===== config.mk =====
export PLATFORM = sky130hd
export DESIGN_NAME = backlight_brightness_control
export DESIGN_NICKNAME = d
export VERILOG_FILES = /design/src/rtl/core/bbc_pkg.sv /design/src/rtl/core/bbc_muldiv.sv /design/src/rtl/core/backlight_brightness_control.sv
export SDC_FILE = /design/constraint.sdc
export NUM_CORES = 1
export LEC_CHECK = 0
export ABC_AREA = 1
export BUFFER_PORTS_ARGS = -buffer_cell sky130_fd_sc_hd__buf_4
export CAP_MARGIN = 20
export CORE_AREA = 8 8 261 188
export DETAILED_ROUTE_END_ITERATION = 16
export DIE_AREA = 0 0 269 196
export PLACE_DENSITY = 0.78
export SLEW_MARGIN = 20
export SYNTH_ARGS = -nofsm -noshare
export SYNTH_HDL_FRONTEND = slang
export SYNTH_SLANG_ARGS = --single-unit

===== constraint.sdc =====
create_clock -name clk -period 6.1 [get_ports clk]
set_input_delay 1.22 -clock clk [delete_from_list [all_inputs] [get_ports clk]]
set_output_delay 1.22 -clock clk [all_outputs]
set_load 0.05 [all_outputs]

===== src/rtl/core/bbc_pkg.sv =====
`timescale 1ns / 1ps
`default_nettype none
// ----------------------------------------------------------------------------
// Backlight brightness control package
// Widths, reset values, register and function codes, and shared types.
// ----------------------------------------------------------------------------
package bbc_pkg;

  localparam int NUM_LEVELS  = 4;
  localparam int SAMPLE_BITS = 12;

  localparam int LVL_W   = 2;
  localparam int PCT_W   = 7;
  localparam int ADC_W   = 12;
  localparam int FRAC_W  = 8;
  localparam int AVG_W   = ADC_W + FRAC_W;
  localparam int PROD_W  = AVG_W + PCT_W;
  localparam int TIME_W  = 32;
  localparam int HOLD_W  = 20;
  localparam int SHIFT_W = 4;
  localparam int TABLE_W = 32;
  localparam int FUNC_W  = 2;
  localparam int CFG_W   = 32;
  localparam int CFG_IDX_W = 3;

  localparam int IN_DATA_W  = ((ADC_W + TIME_W + 7) / 8) * 8;
  localparam int OUT_DATA_W = ((PCT_W + LVL_W + PCT_W + 7) / 8) * 8;

  localparam int MAX_SHIFT = 8;
  localparam int PCT_CAP   = 100;

  localparam logic [ADC_W-1:0] RAW_MASK = ADC_W'((64'd1 << SAMPLE_BITS) - 64'd1);

  localparam logic [TABLE_W-1:0] RST_LEVEL_TABLE  = 32'h644B3219;
  localparam logic [SHIFT_W-1:0] RST_EMA_SHIFT    = 4'd2;
  localparam logic [ADC_W-1:0]   RST_ADC_MIN      = 12'd0;
  localparam logic [ADC_W-1:0]   RST_ADC_MAX      = 12'd4095;
  localparam logic [PCT_W-1:0]   RST_PCT_MIN      = 7'd10;
  localparam logic [PCT_W-1:0]   RST_PCT_MAX      = 7'd100;
  localparam logic [HOLD_W-1:0]  RST_HOLD_MS      = 20'd10000;
  localparam logic [LVL_W-1:0]   RST_LEVEL_INDEX  = 2'd2;

  typedef enum logic [CFG_IDX_W-1:0] {
    CFG_LEVEL_TABLE  = 3'd0,
    CFG_EMA_SHIFT    = 3'd1,
    CFG_ADC_MIN      = 3'd2,
    CFG_ADC_MAX      = 3'd3,
    CFG_INVERT_SENSE = 3'd4,
    CFG_PCT_MIN      = 3'd5,
    CFG_PCT_MAX      = 3'd6,
    CFG_HOLD_MS      = 3'd7
  } cfg_reg_e;

  typedef enum logic [FUNC_W-1:0] {
    FUNC_TOUCH  = 2'd0,
    FUNC_SAMPLE = 2'd1,
    FUNC_APPLY  = 2'd2
  } func_e;

  typedef enum logic [2:0] {
    ST_IDLE,
    ST_EMA,
    ST_MAP,
    ST_CALC,
    ST_DONE
  } state_t;

  typedef struct packed {
    logic [PCT_W-1:0] quo;
    logic             inexact;
  } muldiv_res_t;

  function automatic logic [PCT_W-1:0] sat_pct(input logic [7:0] v);
    sat_pct = (v > 8'(PCT_CAP)) ? PCT_W'(PCT_CAP) : v[PCT_W-1:0];
  endfunction

endpackage
`default_nettype wire


===== src/rtl/core/bbc_muldiv.sv =====
`timescale 1ns / 1ps
`default_nettype none
// ----------------------------------------------------------------------------
// Serial multiply-divide
// Computes num * scale / den, one multiplier bit per cycle, then one quotient
// bit per cycle; the quotient is known to stay below 2^PCT_W.
// ----------------------------------------------------------------------------
module bbc_muldiv (
  input  wire logic                     clk,
  input  wire logic                     rst,
  input  wire logic                     start,
  input  wire logic [bbc_pkg::AVG_W-1:0] num,
  input  wire logic [bbc_pkg::PCT_W-1:0] scale,
  input  wire logic [bbc_pkg::AVG_W-1:0] den,
  output logic                          done,
  output bbc_pkg::muldiv_res_t          res
);
  import bbc_pkg::*;

  localparam int CNT_W = $clog2(PCT_W);

  logic              busy;
  logic              div_phase;
  logic [CNT_W-1:0]  cnt;
  logic              last;
  logic [PROD_W-1:0] acc;
  logic [PROD_W-1:0] mcand;
  logic [PROD_W-1:0] dsh;
  logic [AVG_W-1:0]  den_q;
  logic [PCT_W-1:0]  mplier;
  logic [PCT_W-1:0]  quo;

  assign last = (cnt == CNT_W'(PCT_W - 1));

  always_ff @(posedge clk) begin
    if (rst) begin
      busy      <= 1'b0;
      div_phase <= 1'b0;
      cnt       <= '0;
      done      <= 1'b0;
    end else begin
      done <= 1'b0;
      if (start) begin
        busy      <= 1'b1;
        div_phase <= 1'b0;
        cnt       <= '0;
      end else if (busy) begin
        cnt <= last ? '0 : cnt + CNT_W'(1);
        if (last) begin
          if (div_phase) begin
            busy <= 1'b0;
            done <= 1'b1;
          end else begin
            div_phase <= 1'b1;
          end
        end
      end
    end
  end

  always_ff @(posedge clk) begin
    if (start) begin
      acc    <= '0;
      mcand  <= PROD_W'(num);
      mplier <= scale;
      den_q  <= den;
      quo    <= '0;
    end else if (busy && !div_phase) begin
      if (mplier[0]) begin
        acc <= acc + mcand;
      end
      mcand  <= mcand << 1;
      mplier <= mplier >> 1;
      if (last) begin
        dsh <= PROD_W'(den_q) << (PCT_W - 1);
      end
    end else if (busy && div_phase) begin
      if (acc >= dsh) begin
        acc <= acc - dsh;
        quo <= {quo[PCT_W-2:0], 1'b1};
      end else begin
        quo <= {quo[PCT_W-2:0], 1'b0};
      end
      dsh <= dsh >> 1;
    end
  end

  assign res.quo     = quo;
  assign res.inexact = |acc;

endmodule
`default_nettype wire


===== src/rtl/core/backlight_brightness_control.sv =====
`timescale 1ns / 1ps
`default_nettype none
// ----------------------------------------------------------------------------
// Backlight brightness control
// Manual level stepping with override hold-off, and an averaged light-sensor
// reading mapped linearly onto a backlight percent.
// ----------------------------------------------------------------------------
// Touch and apply: accepted, then ST_DONE, then the output register once the output is free.
// Sample: average (ST_EMA), window map (ST_MAP), serial multiply then serial divide
//   (ST_CALC), ST_DONE, output register; an empty window skips ST_CALC.
// Ignored samples and unused codes give no result; input ready next cycle.
// One item at a time, ready only while idle.
// Reset (synchronous, active high) loads register defaults and clears state.
// ----------------------------------------------------------------------------
module backlight_brightness_control (
  input  wire logic                           clk,
  input  wire logic                           rst,
  input  wire logic                           s_axis_tvalid,
  output logic                                s_axis_tready,
  // raw_sample [11:0], now_time [43:12], zero fill [47:44]
  input  wire logic [bbc_pkg::IN_DATA_W-1:0]  s_axis_tdata,
  // func [1:0]
  input  wire logic [bbc_pkg::FUNC_W-1:0]     s_axis_tuser,
  output logic                                m_axis_tvalid,
  input  wire logic                           m_axis_tready,
  // backlight_percent [6:0], manual_level [8:7], sensor_percent [15:9]
  output logic [bbc_pkg::OUT_DATA_W-1:0]      m_axis_tdata,
  input  wire logic                           cfg_we,
  input  wire bbc_pkg::cfg_reg_e              cfg_index,
  input  wire logic [bbc_pkg::CFG_W-1:0]      cfg_data
);
  import bbc_pkg::*;

  logic [TABLE_W-1:0] level_table;
  logic [SHIFT_W-1:0] ema_shift;
  logic [ADC_W-1:0]   adc_min;
  logic [ADC_W-1:0]   adc_max;
  logic               invert_sense;
  logic [PCT_W-1:0]   pct_min;
  logic [PCT_W-1:0]   pct_max;
  logic [HOLD_W-1:0]  hold_ms;

  logic [LVL_W-1:0]   level_index;
  logic [AVG_W-1:0]   average_q8;
  logic [PCT_W-1:0]   last_sensor_pct;
  logic [TIME_W-1:0]  override_deadline;

  state_t             state;
  state_t             state_next;

  logic [ADC_W-1:0]   raw_q;
  logic [PCT_W-1:0]   pct_q;

  logic               accept;
  logic               out_free;
  func_e              func;
  logic [ADC_W-1:0]   in_raw;
  logic [TIME_W-1:0]  in_now;
  logic               early;

  logic [LVL_W:0]     level_sum;
  logic [LVL_W-1:0]   level_next;
  logic [PCT_W-1:0]   accept_pct;

  logic [PCT_W-1:0]   lo;
  logic [PCT_W-1:0]   hi;
  logic               desc;
  logic [PCT_W-1:0]   span;

  logic [SHIFT_W-1:0] sh;
  logic [AVG_W-1:0]   r_q8;
  logic [AVG_W:0]     dn;
  logic [AVG_W-1:0]   ema_next;

  logic               empty;
  logic [AVG_W-1:0]   wmin;
  logic [AVG_W-1:0]   wmax;
  logic [AVG_W-1:0]   v_lo;
  logic [AVG_W-1:0]   v_cl;
  logic [AVG_W-1:0]   den;
  logic [AVG_W-1:0]   num_raw;
  logic [AVG_W-1:0]   num;

  logic               md_start;
  logic               md_done;
  muldiv_res_t        md_res;
  logic [PCT_W-1:0]   calc_pct;

  function automatic logic [PCT_W-1:0] table_pct(input logic [TABLE_W-1:0] tbl,
                                                 input logic [LVL_W-1:0] idx);
    table_pct = sat_pct(tbl[{idx, 3'b000} +: 8]);
  endfunction

  assign s_axis_tready = (state == ST_IDLE) && !rst;
  assign accept        = s_axis_tvalid && s_axis_tready;
  assign out_free      = !m_axis_tvalid || m_axis_tready;
  assign func          = func_e'(s_axis_tuser);
  assign in_raw        = s_axis_tdata[ADC_W-1:0] & RAW_MASK;
  assign in_now        = s_axis_tdata[ADC_W+TIME_W-1:ADC_W];
  assign early         = (in_now < override_deadline);

  assign level_sum  = {1'b0, level_index} + (LVL_W+1)'(1);
  assign level_next = (level_sum >= (LVL_W+1)'(NUM_LEVELS))
                    ? LVL_W'(level_sum - (LVL_W+1)'(NUM_LEVELS))
                    : LVL_W'(level_sum);
  assign accept_pct = table_pct(level_table, (func == FUNC_TOUCH) ? level_next : level_index);

  assign lo   = sat_pct({1'b0, pct_min});
  assign hi   = sat_pct({1'b0, pct_max});
  assign desc = (hi < lo);
  assign span = desc ? (lo - hi) : (hi - lo);

  always_comb begin
    sh   = (ema_shift > SHIFT_W'(MAX_SHIFT)) ? SHIFT_W'(MAX_SHIFT) : ema_shift;
    r_q8 = {raw_q, {FRAC_W{1'b0}}};
    dn   = {1'b0, average_q8 - r_q8} + (((AVG_W+1)'(1) << sh) - (AVG_W+1)'(1));
    if (r_q8 >= average_q8) begin
      ema_next = average_q8 + ((r_q8 - average_q8) >> sh);
    end else begin
      ema_next = average_q8 - AVG_W'(dn >> sh);
    end
  end

  always_comb begin
    empty   = (adc_max <= adc_min);
    wmin    = {adc_min, {FRAC_W{1'b0}}};
    wmax    = {adc_max, {FRAC_W{1'b0}}};
    v_lo    = (average_q8 < wmin) ? wmin : average_q8;
    v_cl    = (v_lo > wmax) ? wmax : v_lo;
    den     = wmax - wmin;
    num_raw = v_cl - wmin;
    num     = invert_sense ? (den - num_raw) : num_raw;
  end

  assign md_start = (state == ST_MAP) && !empty;
  assign calc_pct = desc ? (lo - (md_res.quo + PCT_W'(md_res.inexact))) : (lo + md_res.quo);

  bbc_muldiv u_muldiv (
    .clk   (clk),
    .rst   (rst),
    .start (md_start),
    .num   (num),
    .scale (span),
    .den   (den),
    .done  (md_done),
    .res   (md_res)
  );

  always_comb begin
    state_next = state;
    unique case (state)
      ST_IDLE: begin
        if (accept) begin
          unique case (func)
            FUNC_TOUCH, FUNC_APPLY: state_next = ST_DONE;
            FUNC_SAMPLE:            state_next = early ? ST_IDLE : ST_EMA;
            default:                state_next = ST_IDLE;
          endcase
        end
      end
      ST_EMA:  state_next = ST_MAP;
      ST_MAP:  state_next = empty ? ST_DONE : ST_CALC;
      ST_CALC: begin
        if (md_done) begin
          state_next = ST_DONE;
        end
      end
      ST_DONE: begin
        if (out_free) begin
          state_next = ST_IDLE;
        end
      end
      default: state_next = ST_IDLE;
    endcase
  end

  always_ff @(posedge clk) begin
    if (rst) begin
      state <= ST_IDLE;
    end else begin
      state <= state_next;
    end
  end

  always_ff @(posedge clk) begin
    if (rst) begin
      level_table       <= RST_LEVEL_TABLE;
      ema_shift         <= RST_EMA_SHIFT;
      adc_min           <= RST_ADC_MIN;
      adc_max           <= RST_ADC_MAX;
      invert_sense      <= 1'b0;
      pct_min           <= RST_PCT_MIN;
      pct_max           <= RST_PCT_MAX;
      hold_ms           <= RST_HOLD_MS;
      level_index       <= RST_LEVEL_INDEX;
      average_q8        <= '0;
      last_sensor_pct   <= '0;
      override_deadline <= '0;
      m_axis_tvalid     <= 1'b0;
    end else begin
      if (cfg_we) begin
        unique case (cfg_index)
          CFG_LEVEL_TABLE:  level_table  <= cfg_data[TABLE_W-1:0];
          CFG_EMA_SHIFT:    ema_shift    <= cfg_data[SHIFT_W-1:0];
          CFG_ADC_MIN:      adc_min      <= cfg_data[ADC_W-1:0];
          CFG_ADC_MAX:      adc_max      <= cfg_data[ADC_W-1:0];
          CFG_INVERT_SENSE: invert_sense <= cfg_data[0];
          CFG_PCT_MIN:      pct_min      <= cfg_data[PCT_W-1:0];
          CFG_PCT_MAX:      pct_max      <= cfg_data[PCT_W-1:0];
          CFG_HOLD_MS:      hold_ms      <= cfg_data[HOLD_W-1:0];
          default:          ;
        endcase
      end
      if (accept && (func == FUNC_TOUCH)) begin
        level_index       <= level_next;
        override_deadline <= in_now + TIME_W'(hold_ms);
      end
      if (state == ST_EMA) begin
        average_q8 <= ema_next;
      end
      if ((state == ST_MAP) && empty) begin
        last_sensor_pct <= lo;
      end
      if ((state == ST_CALC) && md_done) begin
        last_sensor_pct <= calc_pct;
      end
      if ((state == ST_DONE) && out_free) begin
        m_axis_tvalid <= 1'b1;
      end else if (m_axis_tready) begin
        m_axis_tvalid <= 1'b0;
      end
    end
  end

  always_ff @(posedge clk) begin
    if (accept) begin
      raw_q <= in_raw;
      pct_q <= accept_pct;
    end
    if ((state == ST_MAP) && empty) begin
      pct_q <= lo;
    end
    if ((state == ST_CALC) && md_done) begin
      pct_q <= calc_pct;
    end
    if ((state == ST_DONE) && out_free) begin
      m_axis_tdata <= OUT_DATA_W'({last_sensor_pct, level_index, pct_q});
    end
  end

endmodule
`default_nettype wire


==> flow_metrics.py <==
metrics = {
    "sta": {
        "setup_ws_ns": -0.1126,
        "report.final.setup_viol": 4,
        "period_share": 1.018,
        "rsz0062_at_grt": "true",
        "worst_pin_slew_ns": 1.012,
        "fin_worst_skew_ns": 0.02128,
        "hold_viol_final": 0,
        "timing.fmax_mhz": 161.0,
        "slew_headroom": 0.3249,
        "fin_crit_ns": 6.213,
        "finalMaxSlewViolations": 0,
    },
    "routing": {
        "num_vias": 26430,
        "viasPerCell": 5.661,
        "drcViolationCount": 0,
        "drt_first_pass_iters": 5,
        "postRouteAntennaNets": 0,
        "drtIter0Drc": 2812,
        "totalWireLength_um": 77700,
        "routedWlPerCell_um": 16.64,
    },
    "synth": {
        "syn_area_per_cell_um2": 6.910,
        "yosys.area.top_type": "dfxtp_1",
        "yosys.area.top_type_share": 0.1613,
        "synthDistinctLibCells": 69,
        "yosys_warnings": 0,
        "synthFlopType": "dfxtp_1",
        "synthCells": 3718,
        "synth-seq-area-share": 0.2782,
        "netlist_top_cells_area": "dfxtp_1, ha_1, edfxtp_1",
        "synth_area_mm2": 0.02569,
        "synth_most_common_cell": "nand2_1",
        "synth_seq_cells": 307,
        "synthArstFlopShare": 0,
        "synth_edf_count": 100,
        "synth_common_cells": "nand2_1, inv_1, o21ai_0",
    },
    "setup_path": {
        "critical_path_class": "flop to flop",
        "cpMostUsedCell": "nand2_1",
        "crit_path_max_fanout": 4,
        "cp.arrival_ns": 6.68,
        "cpPeakStageDelay_ns": 0.46,
        "crit_start": "raw_q[0]",
        "setup.worst_path.end_class": "flop",
        "regToRegStartpoint": "raw_q[0]",
        "crit_path_start_kind": "flop",
        "cp.required_ns": 6.57,
        "slowest_stage": "edfxtp_1",
    },
    "power": {
        "p_per_area_mw_per_mm2": 310.9,
        "power_leakage_uw": 0.01496,
        "vdd_drop_max_uv": 278.7,
    },
    "hold_path": {
        "hold_path_class": "flop to flop",
        "holdCritStartpoint": "pct_q[5]",
    },
    "floorplanning": {
        "coreArea_mm2": 0.04534,
        "dieArea_mm2": 0.05272,
        "num_rows": 66,
        "start_util": 0.5667,
        "die_y_um": 196,
        "io_pins": 108,
        "fp.dieW_um": 269,
    },
    "layout": {
        "fin_nets": 4401,
        "diodes": 0,
        "nFillCells": 3730,
        "areaGrowthSynthToFinish_pct": 21.43,
        "final_core_util": 0.6882,
        "drive_gt1_frac": 0.1871,
    },
    "global_route": {
        "grt_use_met1": 0.4141,
        "grtUsageMet2": 0.3966,
        "grt-busiest-layer": "met1",
        "grt.overflow.total": 0,
        "grt_antenna_before_repair": 0,
        "grt_use_total": 0.2735,
        "first_global_vias": 23660,
        "met3_usage": 0.04954,
        "grt_pass1_wl_um": 120100,
        "grt_max_degree": 56,
    },
    "run_status": {
        "violations": "negative setup slack",
        "status": "finished with violations",
    },
    "placement": {
        "pre_cts_ws_ns": -0.4492,
        "dp.final_hpwl_um": 56430,
        "routabilityCongestion": 0.9543,
        "io_buffer_count": 103,
    },
    "clock_network": {
        "cts_buffer_depth": 3,
        "clk_latency_ns": 0.58,
        "cts_root_buffer": "clkbuf_16",
        "cts.sinks": 307,
        "htree_levels": 1,
        "cts_buffers": 30,
        "path_clk_slew_ns": 0.07,
        "tritoncts": "done",
    },
    "run": {
        "cap_viol_max_count": 0,
    },
}
## stage by stage
step	power [µW]	instances	hold slack (ns)	TNS [ns]	cell area, µm²
2_1_floorplan	5704	3724	0.4003	0	25720
3_3_place_gp	6992	4561	0.4034	-1.403	28570
3_5_place_dp	7080	4561	0.4052	-2.311	28570
4_1_cts	9247	4640	0.4162	0	30070
5_1_grt	10370	4668	0.4204	-3.034	31200
6_report	9701	4668	0.4145	-0.3230	31200
## metal layers
metal	share of wire	wire (µm)
met1	0.46	35550
met4	0.028	2149
met2	0.42	32440
met3	0.096	7480
met5	0.00093	72
## final cells by class
cell class              instances  area (µm²)  area share
clock buffers                  41       884.6     0.02835
clock inverters                15       150.1    0.004813
repair buffers                391        3053     0.09785
multi-input cells            2762       17160      0.5501
inverters                     540        2032     0.06513
well taps                     612       765.7     0.02454
flip-flops and latches        307        7152      0.2292
## state kept, by name, indices dropped and copies added (netlist names), 16 cells and up
name / count
level_table: 32
u_muldiv.dsh: 26
u_muldiv.acc: 27
average_q8: 20
override_deadline: 32
u_muldiv.mcand: 27
hold_ms: 20
m_axis_tdata: 16
## path summary, 6_finish.rpt
check	slack [ns]	end	cells past startpoint
setup / recovery	-0.11	average_q8[18]	44
hold / removal	0.41	m_axis_tdata[5]	0
setup reg to reg	-0.11	average_q8[18]	44
hold reg to reg	0.41	m_axis_tdata[5]	0
## timing repair
| action | 4_1_cts | 5_1_grt |
|---|---|---|
| gates resized for setup | 78 | 216 |
| cloned | 3 | 1 |
| endpoints found under the hold margin | 0 | 0 |
| setup buffers | 20 | 28 |
| pin swaps | 25 | 108 |
| setup endpoints to repair | 9 | 14 |
| hold buffers | 0 | 0 |
## layout by cell type, fill, tap and decap left out, drive strengths merged, types with 6 or more instances in the layout
cell and n:
dfxtp 207, nor3 45, inv 537, a21oi 330, fa 13, o31ai 10
nand4 34, o21a 10, a21boi 9, o21ai 363, a211oi 15, buf 389
o221ai 12, xnor2 36, nand2 761, nand3 235, nor2 335, xor2 96
edfxtp 100, a31oi 28, clkbuf 42, ha 266, o21bai 20, or2 15
and2 7, nand3b 7, o22ai 6, clkinv 14, conb 7, nor4 14
o211ai 48, a21o 11
## critical path: cells and delay by family (launching register included)
family                     cells  cell delay (ns)
xor gates and xnor gates       2             0.33
buffers and inverters          9             0.91
AOI/OAI and AO/OA              9             1.32
and+or+nand+nor               19             1.68
DFF                            1             0.46
adders and majority gates      5             1.41
## power by group
group / internal (µW) / total (µW) / switching (µW)
logic: 2140 / 5210 / 3070
clock network: 1110 / 1960 / 856
registers: 2330 / 2530 / 200
## kinds of logic after synthesis
family,Yosys count,share of synthesized area
buffers and inverters,655,0.09808
AOI/OAI and AO/OA,881,0.1920
adders and majority gates,279,0.1397
DFF,307,0.2782
xor gates and xnor gates,132,0.04500
and+or+nand+nor,1458,0.2450
other,1,0.0001460
muxes,5,0.001948
Power figures use the tool's default switching activity.
